==> src/bced_pkg.sv <==
// Shared types, constants and helpers of the block-constrained error diffusion unit.
// No dependencies; every RTL file imports this package.
package bced_pkg;

   localparam int CH_W   = 8;
   localparam int RGB_W  = 3 * CH_W;
   localparam int ERR_W  = 14;
   localparam int DIST_W = 18;
   localparam int IDX_W  = 4;

   typedef logic signed [ERR_W-1:0] err_type;
   typedef err_type [2:0]           err3_type;
   typedef logic [RGB_W-1:0]        rgb_type;

   typedef struct packed {
      logic row_last;
      logic frame;
   } blk_flags_type;

   typedef enum logic [3:0] {
      BK_IDLE,
      BK_START,
      BK_LRD,
      BK_LWR,
      BK_DIST,
      BK_SCORE,
      BK_DRAIN,
      BK_DA,
      BK_DB,
      BK_DC,
      BK_FLUSH,
      BK_DONE
   } back_state_type;

   // channel 0 (red) in the low byte
   localparam rgb_type PALETTE_RGB [16] = '{
      24'h000000, 24'h800000, 24'h008000, 24'h808000,
      24'h000080, 24'h800080, 24'h008080, 24'h808080,
      24'hC0C0C0, 24'hFF0000, 24'h00FF00, 24'hFFFF00,
      24'h0000FF, 24'hFF00FF, 24'h00FFFF, 24'hFFFFFF
   };

   // value in 1/16 units to a 0..255 channel
   function automatic logic [CH_W-1:0] clamp_px(input logic signed [ERR_W:0] v);
      logic signed [ERR_W:0] s;
      s = v >>> 4;
      if (v < 0) begin
         return '0;
      end else if (s > 15'sd255) begin
         return 8'hFF;
      end else begin
         return s[CH_W-1:0];
      end
   endfunction

endpackage

==> src/bced_queue.sv <==
// Two-slot block queue between the front end and the back end.
// Holds raw pixels and a descriptor per closed block. Depends on bced_pkg.
module bced_queue #(
   parameter int MAX_WIDTH   = 1024,
   parameter int BLOCK_WIDTH = 8
) (
   input  logic                                   clock,
   input  logic                                   reset,
   input  logic                                   wr_en,
   input  logic [$clog2(BLOCK_WIDTH)-1:0]         wr_idx,
   input  bced_pkg::rgb_type                      wr_pix,
   input  logic                                   push,
   input  logic [$clog2(BLOCK_WIDTH+1)-1:0]       push_n,
   input  logic [$clog2(MAX_WIDTH)-1:0]           push_x0,
   input  bced_pkg::blk_flags_type                push_flags,
   input  logic [$clog2(MAX_WIDTH):0]             push_w,
   output logic                                   can_write,
   input  logic [$clog2(BLOCK_WIDTH)-1:0]         rd_idx,
   output bced_pkg::rgb_type                      rd_pix,
   output logic                                   avail,
   input  logic                                   pop,
   output logic [$clog2(BLOCK_WIDTH+1)-1:0]       rd_n,
   output logic [$clog2(MAX_WIDTH)-1:0]           rd_x0,
   output bced_pkg::blk_flags_type                rd_flags,
   output logic [$clog2(MAX_WIDTH):0]             rd_w
);
   import bced_pkg::*;

   localparam int CW  = $clog2(MAX_WIDTH);
   localparam int FW  = $clog2(BLOCK_WIDTH + 1);

   rgb_type          pix_ff   [2][BLOCK_WIDTH];
   logic [FW-1:0]    n_ff     [2];
   logic [CW-1:0]    x0_ff    [2];
   blk_flags_type    flags_ff [2];
   logic [CW:0]      w_ff     [2];
   logic [1:0]       full_ff;
   logic             wsel_ff;
   logic             rsel_ff;

   assign can_write = !full_ff[wsel_ff];
   assign avail     = full_ff[rsel_ff];
   assign rd_pix    = pix_ff[rsel_ff][rd_idx];
   assign rd_n      = n_ff[rsel_ff];
   assign rd_x0     = x0_ff[rsel_ff];
   assign rd_flags  = flags_ff[rsel_ff];
   assign rd_w      = w_ff[rsel_ff];

   always_ff @(posedge clock) begin
      if (reset) begin
         full_ff <= '0;
         wsel_ff <= 1'b0;
         rsel_ff <= 1'b0;
      end else begin
         if (push) begin
            full_ff[wsel_ff] <= 1'b1;
            wsel_ff          <= !wsel_ff;
         end
         if (pop) begin
            full_ff[rsel_ff] <= 1'b0;
            rsel_ff          <= !rsel_ff;
         end
      end
   end

   always_ff @(posedge clock) begin
      if (wr_en) begin
         pix_ff[wsel_ff][wr_idx] <= wr_pix;
      end
      if (push) begin
         n_ff[wsel_ff]     <= push_n;
         x0_ff[wsel_ff]    <= push_x0;
         flags_ff[wsel_ff] <= push_flags;
         w_ff[wsel_ff]     <= push_w;
      end
   end

endmodule

==> config.mk <==
export PLATFORM = sky130hd
export DESIGN_NAME = bced_queue
export DESIGN_NICKNAME = d
export VERILOG_FILES = /design/src/bced_pkg.sv /design/src/bced_queue.sv
export SDC_FILE = /design/constraint.sdc
export NUM_CORES = 1
export LEC_CHECK = 0
export BUFFER_PORTS_ARGS = -buffer_cell sky130_fd_sc_hd__buf_2
export CAP_MARGIN = 20
export CORE_MARGIN = 2
export CORE_UTILIZATION = 23
export DETAILED_ROUTE_END_ITERATION = 10
export PLACE_DENSITY_LB_ADDON = 0.12
export SYNTH_ARGS = -nofsm -noshare
export SYNTH_HDL_FRONTEND = slang
export SYNTH_SLANG_ARGS = --single-unit
export TNS_END_PERCENT = 5
==> constraint.sdc <==
create_clock -name clock -period 9.55 [get_ports clock]
set_clock_uncertainty 0.1 [all_clocks]
set_input_delay 0 -clock clock [delete_from_list [all_inputs] [get_ports clock]]
set_output_delay 0 -clock clock [all_outputs]
set_load 0.01 [all_outputs]
==> metrics.log <==
INFO  metric cts.repair.resized = 0
INFO  metric rsz0062_at_grt = false
INFO  metric cts_buffers = just over 50
INFO  metric n_antenna_cell = 0
INFO  metric swShare = 0.222
INFO  metric gr-usage-all-layers = 0.113
INFO  metric cell_count_after_synthesis = 720
INFO  metric area_growth = 24.7%
INFO  metric worst_setup_path_endpoint = rd_pix[4]
INFO  metric initialDrtViolationCount = between 500 and 600
INFO  metric internal_dissipation = around 3.4 mW
INFO  metric post_drt_wl_per_cell = between 20 and 25 µm
INFO  metric worst_ep_required_time = between 9000 and 10,000 ps
INFO  metric switching_power_of_the_nets = approximately 0.96 mW
INFO  metric route.detailed.drc = 0
INFO  metric drt-vias-per-instance = ~4.1
INFO  metric power.density = 208 nW/µm²
INFO  metric min_period_over_period = 0.344
INFO  metric final_layout_size_suffix_gt1_frac = 0.329
INFO  metric endpoint_kind = primary output
INFO  metric post_synth_main_area_contributors = sky130_fd_sc_hd__edfxtp_1 79%, sky130_fd_sc_hd__mux4_2 13%, sky130_fd_sc_hd__a22oi_1 2.2%, sky130_fd_sc_hd__mux2_1 1.8%, sky130_fd_sc_hd__dfxtp_1 0.60%
INFO  metric design.final.nets = between 1,000 and 1,500
INFO  metric grt_pass1_wl = ~60 mm
INFO  metric p_total = 4.31 mW
INFO  metric post-route-min-period = 3290 ps
INFO  metric drt_pass1_iterations = 4
INFO  metric reg2reg_setup_slack = between 7000 and 8000 ps
INFO  metric hold_viol_final = 0
INFO  metric clkTransAtPathRegs = approximately 60 ps
INFO  metric syn-cell-area = roughly 17,000 µm²
INFO  metric worstSetupStartpointType = register
INFO  metric synth_top_cell_area_share = 0.792
INFO  metric place_hpwl = 21.3 mm
INFO  metric effective_utilization_at_floorplan = 0.232
INFO  metric highest_fanout_seen_on_the_critical_path = 97
INFO  metric setup_viol_count_final = 0
INFO  metric power.share.sequential = 0.509
INFO  metric irDropWorstVdd = ~0.11 mV
INFO  metric cts-htree-levels = 2
INFO  metric cp.arrival = 3190 ps
INFO  metric rr_endpoint = pix_ff[1][101]
INFO  metric synth_sequential_area_ratio = 0.798
INFO  metric worst_hold_path_type = in -> reg
INFO  metric io_pins = ~120
INFO  metric cts_max_path_buffers = 3
INFO  metric cts-root-buf = sky130_fd_sc_hd__clkbuf_16
INFO  metric cts_setup_buffers = 0
INFO  metric yosys_register_bits = 443
INFO  metric power_frac_clock = 0.419
INFO  metric fin_tns_setup = 0 ps
INFO  metric gp_routability_congestion = ~0.64
INFO  metric critical_path_start_end_classification = reg -> out
INFO  metric final_core_utilization = 0.290
INFO  metric p_leak = about 6.6 nW
INFO  metric fmaxAchievable = 304 MHz
INFO  metric syn_nets = between 700 and 800
INFO  metric max_cap_violations = 0
INFO  metric via_count = 7,920
INFO  metric drv_slew = 0
INFO  metric io_buffer_count = between 100 and 150
INFO  metric slew_headroom = 0.362
INFO  metric antenna_found_initial = 1
INFO  metric clkLatencyLatePin = approximately 580 ps
INFO  metric antenna_violating_nets_post_route = 0
INFO  metric yosysWarnings = 0
INFO  metric pin_count_of_the_biggest_net_entering_global_routing = 98
INFO  metric cts.sinks = ~440
INFO  metric chipWidth = about 270 µm
INFO  metric core_area = 71,500 µm²
INFO  metric tritoncts = done
INFO  metric post_synth_num_cell_types = 23
INFO  metric grt_pass1_vias = slightly below 9,000
INFO  metric synthDominantAreaCellType = sky130_fd_sc_hd__edfxtp_1
INFO  metric worst_pin_slew = around 960 ps
INFO  metric holdBufCountCts = 66
INFO  metric outcome = finished clean
INFO  metric worstReg2RegStart = wsel_ff
INFO  metric postSynthAreaPerCell = 23.1 µm²
INFO  metric hold_slack = about 45 ps
INFO  metric combPwrFrac = 0.071
INFO  metric rows = around 100
INFO  metric ff2ff_path_depth = 4
INFO  metric floorplan.die.height = roughly 270 µm
INFO  metric grt_overflow = 0
INFO  metric routed_wl = ~42 mm
INFO  metric overall_die_area = between 70,000 and 80,000 µm²
==> critical path: stages, from the launching register on <==
cell and delay (ps):
sky130_fd_sc_hd__dfxtp_4 620, sky130_fd_sc_hd__buf_12 650, sky130_fd_sc_hd__mux4_2 600, sky130_fd_sc_hd__a22oi_1 350
sky130_fd_sc_hd__nand2_1 80, sky130_fd_sc_hd__buf_2 150
==> synthesized netlist by cell type <==
master,count
sky130_fd_sc_hd__nor4_1,2
sky130_fd_sc_hd__dfxtp_1,5
sky130_fd_sc_hd__buf_6,6
sky130_fd_sc_hd__nor2b_1,4
sky130_fd_sc_hd__nor2_1,9
sky130_fd_sc_hd__buf_2,13
sky130_fd_sc_hd__nor3_1,11
sky130_fd_sc_hd__mux2_2,1
sky130_fd_sc_hd__nand3_1,2
sky130_fd_sc_hd__xnor2_1,2
sky130_fd_sc_hd__a21oi_1,1
sky130_fd_sc_hd__nand2b_1,3
sky130_fd_sc_hd__clkbuf_1,20
sky130_fd_sc_hd__mux2i_1,1
sky130_fd_sc_hd__o21a_1,1
sky130_fd_sc_hd__nand3b_1,1
sky130_fd_sc_hd__inv_1,1
sky130_fd_sc_hd__nand2_1,26
sky130_fd_sc_hd__mux2_1,27
sky130_fd_sc_hd__and2_1,2
sky130_fd_sc_hd__a22oi_1,48
sky130_fd_sc_hd__mux4_2,96
sky130_fd_sc_hd__edfxtp_1,438
==> per-stage QoR <==
stage | instance area, µm² | std cells | worst slack, ps
2_1_floorplan | 16600 | 720 | 5970
6_report | 20700 | 1929 | 6260
5_1_grt | 20700 | 1929 | 6040
3_5_place_dp | 18500 | 1769 | 6760
4_1_cts | 20700 | 1926 | 6110
3_3_place_gp | 18500 | 1769 | 6730
==> cells in the final DEF (no fill, tap or decap), types with 3 or more instances in the layout <==
| master | n |
|---|---|
| sky130_fd_sc_hd__clkinv_1 | 13 |
| sky130_fd_sc_hd__a22oi_1 | 48 |
| sky130_fd_sc_hd__buf_2 | 113 |
| sky130_fd_sc_hd__clkinv_2 | 5 |
| sky130_fd_sc_hd__dlygate4sd3_1 | 68 |
| sky130_fd_sc_hd__clkbuf_1 | 14 |
| sky130_fd_sc_hd__clkbuf_16 | 51 |
| sky130_fd_sc_hd__nor2_4 | 5 |
| sky130_fd_sc_hd__nand2_1 | 26 |
| sky130_fd_sc_hd__mux4_2 | 96 |
| sky130_fd_sc_hd__dfxtp_1 | 4 |
| sky130_fd_sc_hd__nand2b_1 | 3 |
| sky130_fd_sc_hd__nor2_1 | 4 |
| sky130_fd_sc_hd__buf_4 | 24 |
| sky130_fd_sc_hd__mux2_1 | 27 |
| sky130_fd_sc_hd__edfxtp_1 | 438 |
| sky130_fd_sc_hd__nor3_2 | 10 |
==> flip-flops by register name, indices dropped and copies added, names as in the netlist, named ones only <==
register	count
full_ff	2
w_ff	22
n_ff	8
pix_ff	384
flags_ff	4
wsel_ff	1
x0_ff	20
rsel_ff	1
==> power by group through the flow <==
| stage | logic (mW) | clock network [mW] | registers, mW |
|---|---|---|---|
| 2_1_floorplan | 0.176 | 0 | 2.23 |
| 3_3_place_gp | 0.295 | 0 | 2.23 |
| 3_5_place_dp | 0.296 | 0 | 2.24 |
| 4_1_cts | 0.318 | 1.88 | 2.19 |
| 5_1_grt | 0.338 | 1.95 | 2.20 |
| 6_report | 0.306 | 1.81 | 2.19 |
==> routing by layer <==
| layer | wire [µm] | up-vias | global-route usage |
|---|---|---|---|
| li1 | - | 3495 | - |
| met3 | 2090 | 65 | 0.0264 |
| met5 | 16 | - | 0 |
| met1 | 17600 | 4201 | 0.139 |
| met2 | 21100 | 157 | 0.195 |
| met4 | 862 | 2 | 0.0320 |
==> worst min-delay path by stage <==
stage,from,to,cells past startpoint
2_1_floorplan,reset,register,1
3_3_place_gp,push_n[2],n_ff[0][2],1
3_5_place_dp,push_w[1],w_ff[0][1],1
4_1_cts,push_x0[2],x0_ff[0][2],2
5_1_grt,push_x0[4],x0_ff[1][4],2
6_report,push_x0[6],x0_ff[1][6],2
==> area by class of cell <==
class | count | area, µm²
multi-input cells | 237 | 3270
clock buffers | 65 | 1330
fillers | 7026 | 50800
repair buffers | 207 | 1470
flip-flops and latches | 443 | 13300
well taps | 950 | 1190
clock inverters | 26 | 199
inverters | 1 | 3.75
==> kinds of logic after synthesis <==
family / Yosys count / share of synthesized area
muxes: 125 / 0.150
DFF: 443 / 0.798
AOI/OAI and AO/OA: 50 / 0.0224
and+or+nand+nor: 60 / 0.0164
buffers and inverters: 40 / 0.0127
xor gates and xnor gates: 2 / 0.00105
No activity file was read; power rests on OpenSTA's default activity.
