File: src/bced_pkg.sv
// Shared types, constants and helpers of the block-constrained error diffusion unit.
// No dependencies; every RTL file imports this package.
package bced_pkg;

   localparam int CH_W   = 8;
   localparam int RGB_W  = 3 * CH_W;
   localparam int ERR_W  = 14;
   localparam int DIST_W = 18;
   localparam int IDX_W  = 4;

   typedef logic signed [ERR_W-1:0] err_type;
   typedef err_type [2:0]           err3_type;
   typedef logic [RGB_W-1:0]        rgb_type;

   typedef struct packed {
      logic row_last;
      logic frame;
   } blk_flags_type;

   typedef enum logic [3:0] {
      BK_IDLE,
      BK_START,
      BK_LRD,
      BK_LWR,
      BK_DIST,
      BK_SCORE,
      BK_DRAIN,
      BK_DA,
      BK_DB,
      BK_DC,
      BK_FLUSH,
      BK_DONE
   } back_state_type;

   // channel 0 (red) in the low byte
   localparam rgb_type PALETTE_RGB [16] = '{
      24'h000000, 24'h800000, 24'h008000, 24'h808000,
      24'h000080, 24'h800080, 24'h008080, 24'h808080,
      24'hC0C0C0, 24'hFF0000, 24'h00FF00, 24'hFFFF00,
      24'h0000FF, 24'hFF00FF, 24'h00FFFF, 24'hFFFFFF
   };

   // value in 1/16 units to a 0..255 channel
   function automatic logic [CH_W-1:0] clamp_px(input logic signed [ERR_W:0] v);
      logic signed [ERR_W:0] s;
      s = v >>> 4;
      if (v < 0) begin
         return '0;
      end else if (s > 15'sd255) begin
         return 8'hFF;
      end else begin
         return s[CH_W-1:0];
      end
   endfunction

endpackage

File: src/bced_front.sv
// Front end: accepts pixel words, tracks column and block fill, closes blocks.
// Writes into bced_queue. Depends on bced_pkg.
module bced_front #(
   parameter int MAX_WIDTH   = 1024,
   parameter int BLOCK_WIDTH = 8
) (
   input  logic                                   clock,
   input  logic                                   reset,
   input  logic                                   req_tvalid,
   output logic                                   req_tready,
   input  bced_pkg::rgb_type                      req_tdata,
   input  logic                                   req_tuser,
   input  logic [$clog2(MAX_WIDTH):0]             w_eff,
   input  logic                                   q_can_write,
   output logic                                   q_wr_en,
   output logic [$clog2(BLOCK_WIDTH)-1:0]         q_wr_idx,
   output bced_pkg::rgb_type                      q_wr_pix,
   output logic                                   q_push,
   output logic [$clog2(BLOCK_WIDTH+1)-1:0]       q_n,
   output logic [$clog2(MAX_WIDTH)-1:0]           q_x0,
   output bced_pkg::blk_flags_type                q_flags,
   output logic [$clog2(MAX_WIDTH):0]             q_w
);
   import bced_pkg::*;

   localparam int CW  = $clog2(MAX_WIDTH);
   localparam int WW  = CW + 1;
   localparam int FW  = $clog2(BLOCK_WIDTH + 1);
   localparam int BIW = $clog2(BLOCK_WIDTH);

   logic [CW-1:0] col_ff;
   logic [FW-1:0] fill_ff;
   logic          frame_ff;

   logic          accept;
   logic [CW-1:0] x;
   logic [FW-1:0] fill;
   logic [FW-1:0] new_fill;
   logic          row_last;
   logic          close;

   always_comb begin
      accept   = req_tvalid && q_can_write;
      // frame start drops any partial block
      x        = req_tuser ? '0 : col_ff;
      fill     = req_tuser ? '0 : fill_ff;
      new_fill = fill + FW'(1);
      row_last = (WW'(x) + WW'(1)) >= w_eff;
      close    = row_last || (new_fill == FW'(BLOCK_WIDTH));
   end

   assign req_tready      = q_can_write;
   assign q_wr_en         = accept;
   assign q_wr_idx        = fill[BIW-1:0];
   assign q_wr_pix        = req_tdata;
   assign q_push          = accept && close;
   assign q_n             = new_fill;
   assign q_x0            = CW'(WW'(x) - WW'(fill));
   assign q_flags.row_last = row_last;
   assign q_flags.frame   = (fill == '0) ? req_tuser : frame_ff;
   assign q_w             = w_eff;

   always_ff @(posedge clock) begin
      if (reset) begin
         col_ff   <= '0;
         fill_ff  <= '0;
         frame_ff <= 1'b0;
      end else if (accept) begin
         col_ff   <= row_last ? '0 : x + CW'(1);
         fill_ff  <= close ? '0 : new_fill;
         frame_ff <= q_flags.frame;
      end
   end

endmodule

File: config.mk
export PLATFORM = sky130hd
export DESIGN_NAME = bced_front
export DESIGN_NICKNAME = d
export VERILOG_FILES = /design/src/bced_pkg.sv /design/src/bced_front.sv
export SDC_FILE = /design/constraint.sdc
export NUM_CORES = 1
export LEC_CHECK = 0
export ABC_AREA = 1
export BUFFER_PORTS_ARGS = -buffer_cell sky130_fd_sc_hd__buf_2
export CORE_ASPECT_RATIO = 0.7
export CORE_MARGIN = 4
export CORE_UTILIZATION = 47
export DETAILED_ROUTE_END_ITERATION = 12
export MAX_ROUTING_LAYER = met4
export PLACE_DENSITY = 0.82
export SLEW_MARGIN = 20
export SYNTH_ARGS = -nofsm -noshare
export SYNTH_HDL_FRONTEND = slang
export SYNTH_SLANG_ARGS = --single-unit
File: constraint.sdc
create_clock -name clock -period 2.5 [get_ports clock]
set_clock_uncertainty 0.2 [all_clocks]
set_input_delay 0 -clock clock [delete_from_list [all_inputs] [get_ports clock]]
set_output_delay 0 -clock clock [all_outputs]
set_load 0.02 [all_outputs]
==> results by group, run 1 <==
Timing
  – Final worst slack: -0.03987 ns
  – Finish-stage setup viols: 10
  – RSZ-0062 raised after global routing: yes
  – Period minus WS final: 2.540 ns
  – Slew margin rel.: 63.38%
  – Worst-Margin Slew: 0.5480 ns
  – Crit share post-route: 101.6%
  – FMAX: 0.3937 GHz
  – Final Hold Viols: 0
  – Final Max Slew Viols: 0

Critical path
  – Critical Path RT: 2.30 ns
  – CP Capture Type: output pin
  – Worst R2R Setup Slack: -0.02 ns
  – Critical path's top delay family: simple AND/OR/NAND/NOR gates
  – CP bufs+invs: 6
  – R2R cell count: 15
  – Stages on worst setup path: 18
  – Crit-path cells: nand3_4, nor2_4, nand2_2, buf_4, nand2_1, inv_2, ha_4, nand2_2, inv_1, nand2_1, nand2_2, inv_1, nand2_1, nand2_1, nand3b_1, nand2_2, inv_2, buf_6
  – Worst Path Arrival: 2.34 ns
  – Reg2reg end: col_ff[2]
  – Critical Path Slowest Stage Cell: dfxtp_4
  – CP max FO: 4
  – Max incr delay on CP: 0.38 ns
  – Critical setup path kind: register to output pin
  – End of the critical path: q_push
  – Startpoint types: register
  – Worst setup startpoint: col_ff[3]
  – Worst R2R Start: col_ff[0]

Route
  – DRC Markers: 0
  – Vias: 2,209
  – Iteration count of the initial detailed-routing pass: 5
  – Routed Antenna Nets: 0
  – Final WL: 5873 µm
  – Via density: 5.285
  – Iter 0 DRT Violations: 148
  – Drt wl/cell: 14.05 µm

Final layout
  – FF/Latch Area: 317.8 µm²
  – Final instance area: 0.002616 mm²
  – Nets: 424
  – Area Growth Syn to Fin: 34.56%
  – Multi-input gate area: 0.001353 mm²
  – ANT cells: 0
  – Ratio of cells with drive above 1 in the final layout: 39.07%
  – Fillcell total: 340

Pwr
  – Switching share of power: 36.75%
  – Pleak: 1.367 nW
  – Clock power frac: 29.6%
  – Cell area power density: 270.5 mW/mm²
  – Seq pwr share: 34.6%
  – Switching power: 260.1 µW
  – Max rail drop VDD: 244.0 µV
  – Pint: 447.6 µW
  – Final Power: 707.7 µW
  – Logic pwr share: 35.8%

Global routing
  – GRT overflow: 0
  – Largest net degree at the start of global routing: 17
  – Initial antenna violation count: 0
  – Tot GR Track Use: 20.84%
  – Vias in the first global route: 1,921
  – First-pass GRT wire length: 8645 µm

Yosys
  – Synth Area in XOR/XNOR: 2.638%
  – Compound-Gate Fraction of Synth Area: 7.593%
  – Largest family of logic cells by synthesized area: simple AND/OR/NAND/NOR gates
  – Synth Area per Inst: 6.192 µm²
  – Synth cell types: 30
  – Syn Std Cell Area: 0.001944 mm²
  – Simple-gate share of the synthesized area: 37.13%
  – Yosys warnings: 0
  – Post-synthesis mux area share: 0.5148%
  – Mapped Nets: 371
  – Yosys reg bits: 15
  – Mapped Cells: 314
  – Seq/Total Area, Yosys: 15.44%
  – Adder-cell share of the synthesized area: 10.94%

Floorplanning
  – Core area: 0.003946 mm²
  – Die Ht: 61.82 µm
  – I/O pin cnt: 97
  – Starting density of the core: 49.27%
  – Row count: 19
  – Die ar.: 0.005247 mm²
  – Chip Width: 84.88 µm

Placed design
  – Detailed placement HPWL: 3675 µm
  – Port Buffers: 48
  – Dpl cell area: 0.001978 mm²
  – GPL Wtd Cong: 0.9553

Flow run
  – Max-Cap Viols: 0

Clocking
  – Max Buffers Root-to-Sink: 2
  – Clock latency on the worst-skew pair: 0.26 ns
  – # clock sinks: 15
  – Clock Pin Slew Worst Setup and Hold Paths: 0.07 ns
  – CTS tree: built
  – # H-tree levels: 1
  – Clock root buffer: clkbuf_8
  – CTS buffer count: 3

Outcome
  – Status: finished with violations
  – Failing checks: setup timing

Min path
  – Worst min path class: input pin to output pin
==> cell type report <==
class | count | share of cell area, %
Clock buffer | 4 | 1.722
Inverter | 49 | 7.030
Sequential cell | 15 | 12.15
Tap cell | 52 | 2.487
Multi-Input combinational cell | 207 | 51.70
Timing Repair Buffer | 91 | 24.92
==> registers in the layout (all words and copies together), names as in the netlist <==
register	cells
col_ff	10
fill_ff	4
frame_ff	1
==> what timing repair did <==
item / 4_1_cts / 5_1_grt
endpoints found under the hold margin: 35 / 0
endpoints found under the setup margin: 9 / 19
setup buffers: 7 / 5
gates resized for setup: 30 / 38
hold buffers: 25 / 0
pin swaps: 15 / 24
==> cell families (layout without fill, tap and decap cells) <==
group | Yosys count | count (layout)
buffers and inverters | 92 | 144
muxes | 1 | 1
AOI/OAI and AO/OA | 26 | 26
xor gates and xnor gates | 5 | 5
and+or+nand+nor | 158 | 158
DFF | 15 | 15
adders and majority gates | 17 | 17
==> layout by cell type, fill, tap and decap left out, drive strengths merged <==
master	n
a21oi	17
and2	1
buf	66
clkbuf	4
dfxtp	15
dlygate4sd3	25
ha	17
inv	49
mux2i	1
nand2	87
nand3	33
nand3b	2
nand4	3
nor2	30
nor3	1
nor4b	1
o21ai	7
o21bai	1
o41ai	1
xor2	5
==> power groups by stage <==
stage	combinational [mW]	clock (mW)	sequential, mW
after floorplan	0.187	0	0.252
after global placement	0.170	0	0.253
after detailed placement	0.172	0	0.253
after CTS	0.237	0.205	0.245
after global routing	0.276	0.220	0.245
final	0.253	0.210	0.245
==> metal layers <==
| layer | GRT usage, % | part of all wire (%) |
|---|---|---|
| met1 | 26.56 | 41 |
| met3 | 3.953 | 7.9 |
| met2 | 35.23 | 48 |
| met4 | 4.289 | 3.0 |
| met5 | - | 0 |
==> worst reg2reg max path, stage by stage, from the launching register on <==
cell     delay [ns]
dfxtp_4        0.36
nand3_4        0.13
nor2_4         0.21
nand2_2        0.10
nand2_1        0.08
nand2_1        0.12
ha_4           0.31
nand2_1        0.08
nor2_4         0.13
nand2_2        0.07
a21oi_2        0.15
nor2_4         0.06
buf_4          0.12
buf_4          0.14
nand3_1        0.08
a21oi_2        0.06
==> per-stage QoR <==
step                worst slack, ns  hold slack [ns]  utilization, %  TNS [ns]  instances
CTS                        0.006517          0.03512           60.94         0        413
global placement             0.1147          -0.1999           50.13         0        377
floorplan                    0.2264          -0.1309               -         0        314
finish                     -0.03987          0.03287           66.30   -0.1784        418
global route                -0.1680          0.03771           66.30    -1.987        418
detailed placement         -0.02611          -0.1999           50.13   -0.1049        377
==> Yosys cell counts <==
master	instances	share of area, %
mux2i_1	1	0.51
dfxtp_1	15	15
nor4b_1	1	0.45
clkbuf_1	2	0.39
and2_1	1	0.32
o21ai_0	6	1.5
nor2_4	3	1.7
nand3_2	2	1.0
nand2_2	2	0.64
o41ai_1	1	0.45
nand3_1	30	7.7
buf_6	1	0.58
inv_2	9	1.7
nand2_1	85	16
o21ai_1	1	0.26
nand3_4	1	0.90
nor2_2	1	0.32
buf_4	39	15
nand3b_1	2	0.77
ha_1	17	11
a21oi_1	14	3.6
a21oi_2	3	1.4
nor3_4	1	0.84
nand4_1	3	0.97
xor2_1	4	1.8
inv_1	40	7.7
o21bai_1	1	0.39
buf_2	1	0.26
nor2_1	26	5.0
xor2_2	1	0.84
==> worst min path at each step <==
| stage | start | to | slack, ns | depth (start not counted) |
|---|---|---|---|---|
| CTS | w_eff[3] | q_w[3] | 0.04 | 2 |
| detailed placement | req_tdata[20] | q_wr_pix[20] | -0.20 | 0 |
| floorplan | reset | col_ff[9] | -0.13 | 1 |
| global placement | req_tdata[20] | q_wr_pix[20] | -0.20 | 0 |
| global route | w_eff[6] | q_w[6] | 0.04 | 2 |
| finish | w_eff[1] | q_w[1] | 0.03 | 2 |
Note: power is estimated with default switching activity, not from simulation.
==> inputs of run 2 (changes only) <==
--- a/config.mk
+++ b/config.mk
@@ -9,10 +9,10 @@
 export BUFFER_PORTS_ARGS = -buffer_cell sky130_fd_sc_hd__buf_2
 export CORE_ASPECT_RATIO = 0.7
 export CORE_MARGIN = 4
-export CORE_UTILIZATION = 47
+export CORE_UTILIZATION = 44
 export DETAILED_ROUTE_END_ITERATION = 12
 export MAX_ROUTING_LAYER = met4
-export PLACE_DENSITY = 0.82
+export PLACE_DENSITY = 0.77
 export SLEW_MARGIN = 20
 export SYNTH_ARGS = -nofsm -noshare
 export SYNTH_HDL_FRONTEND = slang
==> results by group, run 2 (synthesis results as in run 1) <==
Placed design
  – Dpl cells: 377 (unchanged)
  – Post-Place Worst Slack: -0.005907 ns (+0.02020 ns)
  – Port Buffers: 48 (unchanged)
  – GPL Wtd Cong: 0.9623 (+0.73%)
  – Dpl cell area: 0.001978 mm² (unchanged)
  – Detailed placement HPWL: 3607 µm (-1.8%)

Route
  – Via density: 4.998 (-5.4%)
  – Iter 0 DRT Violations: 183 (+24%)
  – DRC Markers: 0 (unchanged)
  – Final WL: 5694 µm (-3.0%)
  – Iteration count of the initial detailed-routing pass: 4 (-1)
  – Drt wl/cell: 13.56 µm (-3.5%)
  – Vias: 2,099 (-5.0%)
  – Routed Antenna Nets: 0 (unchanged)

Clocking
  – Max Buffers Root-to-Sink: 2 (unchanged)
  – Clock latency on the worst-skew pair: 0.26 ns (about the same)
  – # clock sinks: 15 (unchanged)
  – CTS tree: built
  – Clock root buffer: clkbuf_8
  – CTS buffer count: 3 (unchanged)
  – Clock Pin Slew Worst Setup and Hold Paths: 0.06 ns (about the same)
  – # H-tree levels: 1 (unchanged)

Global routing
  – Vias in the first global route: 1,909 (-0.62%)
  – Tot GR Track Use: 19.15% (-1.7 points)
  – Largest net degree at the start of global routing: 17 (unchanged)
  – Initial antenna violation count: 0 (unchanged)
  – First-pass GRT wire length: 8480 µm (-1.9%)
  – GRT overflow: 0 (unchanged)

Pwr
  – Max rail drop VDD: 238.3 µV (-2.3%)
  – Switching power: 259.3 µW (-0.32%)
  – Seq pwr share: 34.4% (-0.2 points)
  – Cell area power density: 270.5 mW/mm² (about the same)
  – Pleak: 1.411 nW (+3.2%)
  – Clock power frac: 29.3% (-0.3 points)
  – Switching share of power: 36.54% (-0.21 points)
  – Final Power: 709.6 µW (+0.27%)
  – Pint: 450.3 µW (+0.61%)
  – Logic pwr share: 36.4% (+0.6 points)

Final layout
  – Nets: 426 (+0.47%)
  – Biggest regs: col_ff (10), fill_ff (4), frame_ff (1)
  – Fillcell total: 362 (+6.5%)
  – FF/Latch Area: 317.8 µm² (unchanged)
  – Fin cells: 420 (+0.48%)
  – Max reg flops: 10 (unchanged)
  – Register with the most flip-flops: col_ff
  – Area Growth Syn to Fin: 34.94%
  – Commonest non-fill, non-tap cell in the layout: nand2_1
  – Multi-input gate area: 0.001345 mm² (-0.56%)
  – Most frequent cells in the layout: nand2_1, buf_2, inv_1
  – ANT cells: 0 (unchanged)
  – Final instance area: 0.002624 mm² (+0.29%)
  – Ratio of cells with drive above 1 in the final layout: 39.40% (+0.33 points)

Critical path
  – Reg2reg end: col_ff[3]
  – Critical Path RT: 2.42 ns (+0.12 ns)
  – Critical setup path kind: register to register
  – Startpoint types: register
  – Worst R2R Setup Slack: -0.03 ns (about the same)
  – Worst R2R Start: col_ff[3]
  – R2R cell count: 16 (+1)
  – Worst Path Arrival: 2.46 ns (+0.12 ns)
  – CP Capture Type: register
  – CP max FO: 4 (unchanged)

Floorplanning
  – Row count: 19 (unchanged)
  – Die Ht: 63.62 µm (+2.9%)
  – Die ar.: 0.005563 mm² (+6.0%)
  – Chip Width: 87.46 µm (+3.0%)
  – I/O pin cnt: 97 (unchanged)
  – Starting density of the core: 47.55% (-1.7 points)
  – Core area: 0.004089 mm² (+3.6%)

Timing
  – Final Hold Viols: 0 (unchanged)
  – Final worst slack: -0.03391 ns (+0.005959 ns)
  – Final Max Slew Viols: 0 (unchanged)
  – RSZ-0062 raised after global routing: yes
  – Hold slack final: 0.03236 ns (-0.0005152 ns)
  – FMAX: 0.3946 GHz (+0.24%)
  – Worst-Margin Slew: 0.5590 ns (+0.01100 ns)
  – Finish-stage setup viols: 2 (-8)
  – Period minus WS final: 2.534 ns (-0.005959 ns)
  – Slew margin rel.: 62.69% (-0.69 points)
  – Crit share post-route: 101.4% (-0.24 points)

Min path
  – Worst min path class: input pin to output pin
  – Hold Path Origin: w_eff[2]
  – Worst Hold End: q_w[2]
  – Hold path cells: 2 (unchanged)

Outcome
  – Failing checks: setup timing
  – Status: finished with violations

Flow run
  – Max-Cap Viols: 0 (unchanged)
-- run 2: changes by cell type in the layout (fill, tap and decap cells not counted), moves of 2 or more --
cell / before / now
buf_4: 16 / 20
nand2_1: 74 / 71
ha_1: 12 / 14
ha_4: 5 / 3
inv_2: 13 / 11
nand2_2: 13 / 15
-- run 2: power by group through the flow --
stage               logic, mW  clock network [mW]  registers [mW]
finish                  0.258               0.208           0.244
global route            0.280               0.217           0.245
CTS                     0.241               0.209           0.244
detailed placement      0.174                   0           0.253
global placement        0.172                   0           0.253
floorplan               0.187                   0           0.252
-- run 2: what timing repair did --
item / CTS / global route
endpoints found under the hold margin: 36 / 0
gates resized for setup: 25 / 46
hold buffers: 25 / 0
setup endpoints to repair: 9 / 18
pin swaps: 13 / 23
buffers inserted: 9 / 5
-- run 2: area by class of cell --
cell class,count,area share (%)
Timing Repair Buffer,93,25.37
Sequential cell,15,12.11
Multi-Input combinational cell,207,51.26
Tap cell,52,2.480
Clock buffer,4,1.717
Inverter,49,7.058
-- run 2: worst max-delay path by stage --
stage	from	to	slack [ns]	cells after the start
6_report	col_ff[3]	col_ff[3]	-0.03	16
5_1_grt	col_ff[0]	col_ff[9]	-0.18	17
4_1_cts	col_ff[2]	q_flags[1]	0.002	17
3_5_place_dp	col_ff[3]	col_ff[8]	-0.006	13
3_3_place_gp	req_tuser	col_ff[8]	0.09	20
2_1_floorplan	col_ff[3]	col_ff[8]	0.23	13
-- run 2: metrics by stage --
stage / setup TNS [ns] / util, %
finish: -0.05058 / 64.17
global route: -1.688 / 64.17
CTS: 0 / 59.00
detailed placement: -0.008012 / 48.38
global placement: 0 / 48.38
floorplan: 0 / -
-- run 2: per-layer routing --
layer  track usage (%)  share of wire (%)  wire (µm)  up-vias
met5                 -                  0          0        -
met4             2.490               0.72         41        0
met3             4.688                7.7        439        8
met2             31.11                 50       2872       82
met1             24.63                 41       2340      953
li1                  -                  -          -     1056
-- run 2: worst max-delay path, stage by stage (launching register included) --
cell and delay, ns:
dfxtp_4 0.37, nand3_1 0.09, nor2_2 0.18, nand2_2 0.09, nand2_2 0.07, inv_2 0.05
ha_4 0.26, nand2_2 0.07, buf_4 0.15, nor2_4 0.11, nand2_1 0.08, a21oi_2 0.17
nor2_4 0.07, buf_6 0.13, buf_4 0.14, nand3_1 0.09, a21oi_1 0.09
==> inputs of run 3 (changes only) <==
--- a/config.mk
+++ b/config.mk
@@ -7,12 +7,14 @@
 export LEC_CHECK = 0
 export ABC_AREA = 1
 export BUFFER_PORTS_ARGS = -buffer_cell sky130_fd_sc_hd__buf_2
+export CELL_PAD_IN_SITES_DETAIL_PLACEMENT = 0
+export CELL_PAD_IN_SITES_GLOBAL_PLACEMENT = 1
 export CORE_ASPECT_RATIO = 0.7
 export CORE_MARGIN = 4
-export CORE_UTILIZATION = 44
+export CORE_UTILIZATION = 30
 export DETAILED_ROUTE_END_ITERATION = 12
 export MAX_ROUTING_LAYER = met4
-export PLACE_DENSITY = 0.77
+export PLACE_DENSITY_LB_ADDON = 0.1
 export SLEW_MARGIN = 20
 export SYNTH_ARGS = -nofsm -noshare
 export SYNTH_HDL_FRONTEND = slang
==> results by group, run 3 (synthesis results as in run 1) <==
Global routing
  – First-pass GRT wire length: 9025 µm (+6.4%)
  – Vias in the first global route: 1,884 (-1.3%)
  – GRT overflow: 0 (unchanged)
  – Tot GR Track Use: 14.62% (-4.5 points)
  – Largest net degree at the start of global routing: 17 (unchanged)
  – Initial antenna violation count: 0 (unchanged)

Pwr
  – Switching share of power: 35.81% (-0.73 points)
  – Switching power: 251.4 µW (-3.0%)
  – Pint: 450.7 µW (about the same)
  – Final Power: 702.1 µW (-1.1%)
  – Seq pwr share: 34.9% (+0.5 points)
  – Logic pwr share: 36.7% (+0.3 points)
  – Max rail drop VDD: 184.4 µV (-23%)
  – Pleak: 1.460 nW (+3.5%)
  – Cell area power density: 258.7 mW/mm² (-4.3%)
  – Clock power frac: 28.4% (-0.9 points)

Clocking
  – CTS tree: built
  – # clock sinks: 15 (unchanged)
  – Clock Pin Slew Worst Setup and Hold Paths: 0.06 ns (about the same)
  – Max Buffers Root-to-Sink: 2 (unchanged)
  – CTS buffer count: 3 (unchanged)
  – Clock root buffer: clkbuf_8
  – # H-tree levels: 1 (unchanged)
  – Clock latency on the worst-skew pair: 0.25 ns (about the same)

Critical path
  – Startpoint types: register
  – Worst Path Arrival: 2.29 ns (-0.17 ns)
  – Worst R2R Start: col_ff[3]
  – CP max FO: 5 (+1)
  – Critical Path Slowest Stage Cell: dfxtp_4
  – Critical Path RT: 2.30 ns (-0.12 ns)
  – Critical setup path kind: register to output pin
  – CP bufs+invs: 4 (unchanged)
  – Critical path's top delay family: simple AND/OR/NAND/NOR gates
  – Worst R2R Setup Slack: 0.02 ns (+0.05 ns)
  – CP Capture Type: output pin
  – R2R cell count: 16 (unchanged)
  – Max incr delay on CP: 0.37 ns (about the same)
  – Crit-path cells: nand3_2, nor2_4, buf_4, nand3_1, nand2_1, nand2_2, ha_1, nand2_2, nor2_2, nand2_1, a21oi_1, nor2_1, buf_6, inv_2, buf_6
  – Reg2reg end: col_ff[4]

Outcome
  – Status: finished clean

Min path
  – Worst min path class: input pin to output pin
  – Hold Path Origin: w_eff[9]
  – Worst Hold End: q_w[9]
  – Hold path cells: 2 (unchanged)

Final layout
  – Commonest non-fill, non-tap cell in the layout: nand2_1
  – Ratio of cells with drive above 1 in the final layout: 40.05% (+0.65 points)
  – ANT cells: 0 (unchanged)
  – Fin cells: 455 (+8.3%)
  – Biggest regs: col_ff (10), fill_ff (4), frame_ff (1)
  – Nets: 435 (+2.1%)
  – Max reg flops: 10 (unchanged)
  – Register with the most flip-flops: col_ff
  – Most frequent cells in the layout: nand2_1, buf_2, inv_1
  – Area Growth Syn to Fin: 39.58%

Timing
  – Worst-Margin Slew: 0.5613 ns (+0.002305 ns)
  – Period minus WS final: 2.487 ns (-0.04708 ns)
  – Final Max Slew Viols: 0 (unchanged)
  – Final Hold Viols: 0 (unchanged)
  – Hold slack final: 0.03254 ns (+0.0001863 ns)
  – FMAX: 0.4021 GHz (+1.9%)
  – Slew margin rel.: 62.54% (-0.15 points)
  – Crit share post-route: 99.47% (-1.9 points)
  – Total negative setup slack: 0 ns (+0.05058 ns)
  – Finish-stage setup viols: 0 (-2)
  – RSZ-0062 raised after global routing: yes
  – Final worst slack: 0.01317 ns (+0.04708 ns)

Flow run
  – Max-Cap Viols: 0 (unchanged)

Route
  – Drt wl/cell: 12.55 µm (-7.4%)
  – Iteration count of the initial detailed-routing pass: 4 (unchanged)
  – Iter 0 DRT Violations: 56 (-69%)
  – DRC Markers: 0 (unchanged)
  – Vias: 2,047 (-2.5%)
  – Routed Antenna Nets: 0 (unchanged)
  – Final WL: 5709 µm (+0.26%)
  – Via density: 4.499 (-10%)

Placed design
  – GPL Wtd Cong: 0.7812 (-19%)
  – Dpl cells: 418 (+11%)
  – Detailed placement HPWL: 4352 µm (+21%)
  – Post-Place Worst Slack: 0.002839 ns (+0.008746 ns)
  – Port Buffers: 48 (unchanged)

Floorplanning
  – Die ar.: 0.007854 mm² (+41%)
  – I/O pin cnt: 97 (unchanged)
  – Starting density of the core: 31.13% (-16 points)
  – Chip Width: 104.2 µm (+19%)
  – Row count: 24 (+5)
  – Core area: 0.006246 mm² (+53%)
  – Die Ht: 75.36 µm (+18%)
-- run 3: changes by cell type in the layout (fill, tap and decap cells not counted), sizes merged --
| cell | previous run | this run |
|---|---|---|
| buf | 68 | 77 |
| clkbuf | 4 | 3 |
| inv | 48 | 49 |
-- run 3: layout make-up --
class | count | area [µm²]
clock buffer | 3 | 41.29
timing repair buffer | 102 | 735.7
inverter | 49 | 183.9
fill | 672 | 3532
multi-input combinational | 207 | 1335
tap | 78 | 97.59
clock inverter | 1 | 5.005
sequential | 15 | 315.3
-- run 3: worst max-delay path by stage --
| stage | depth (start not counted) | start | endpoint | slack, ns |
|---|---|---|---|---|
| finish | 15 | col_ff[3] | q_flags[1] | 0.01 |
| global route | 16 | col_ff[3] | col_ff[2] | -0.12 |
| CTS | 13 | col_ff[5] | q_flags[1] | -0.0008 |
| detailed placement | 13 | col_ff[1] | col_ff[8] | 0.003 |
| global placement | 14 | col_ff[7] | col_ff[3] | 0.01 |
| floorplan | 13 | col_ff[3] | col_ff[8] | 0.23 |
-- run 3: power by group through the flow --
| stage | logic [mW] | registers [mW] | clock network [mW] |
|---|---|---|---|
| 2_1_floorplan | 0.187 | 0.252 | 0 |
| 3_3_place_gp | 0.185 | 0.252 | 0 |
| 3_5_place_dp | 0.186 | 0.252 | 0 |
| 4_1_cts | 0.254 | 0.246 | 0.206 |
| 5_1_grt | 0.284 | 0.246 | 0.217 |
| 6_report | 0.258 | 0.245 | 0.199 |
-- run 3: layer usage --
layer	vias to the layer above	GRT usage, %	part of all wire [%]
met3	4	3.387	6.6
met2	57	22.39	45
met4	0	1.327	0.21
met5	-	-	0
met1	914	20.50	48
li1	1072	-	-
-- run 3: metrics by stage --
| stage | util [%] | area, µm² |
|---|---|---|
| after floorplan | - | 1944 |
| after global placement | 33.99 | 2123 |
| after detailed placement | 33.99 | 2123 |
| after CTS | 41.41 | 2586 |
| after global routing | 43.45 | 2714 |
| final | 43.45 | 2714 |
-- run 3: worst register-to-register path, delay by kind of cell (launching register included) --
kind	cells	cell delay (ns)
AO/OA/AOI/OAI	2	0.23
adder cells (fa/ha/maj)	1	0.29
buffers and inverters	3	0.39
flip-flops	1	0.37
AND/OR/NAND/NOR	10	0.90
-- run 3: timing repair --
action                                  CTS  global route
gates resized for setup                  34            31
buffers inserted                          6             2
pin swaps                                17            24
hold buffers                             25             0
endpoints found under the setup margin   15            21
endpoints found under the hold margin    35             0
cloned                                    0             0
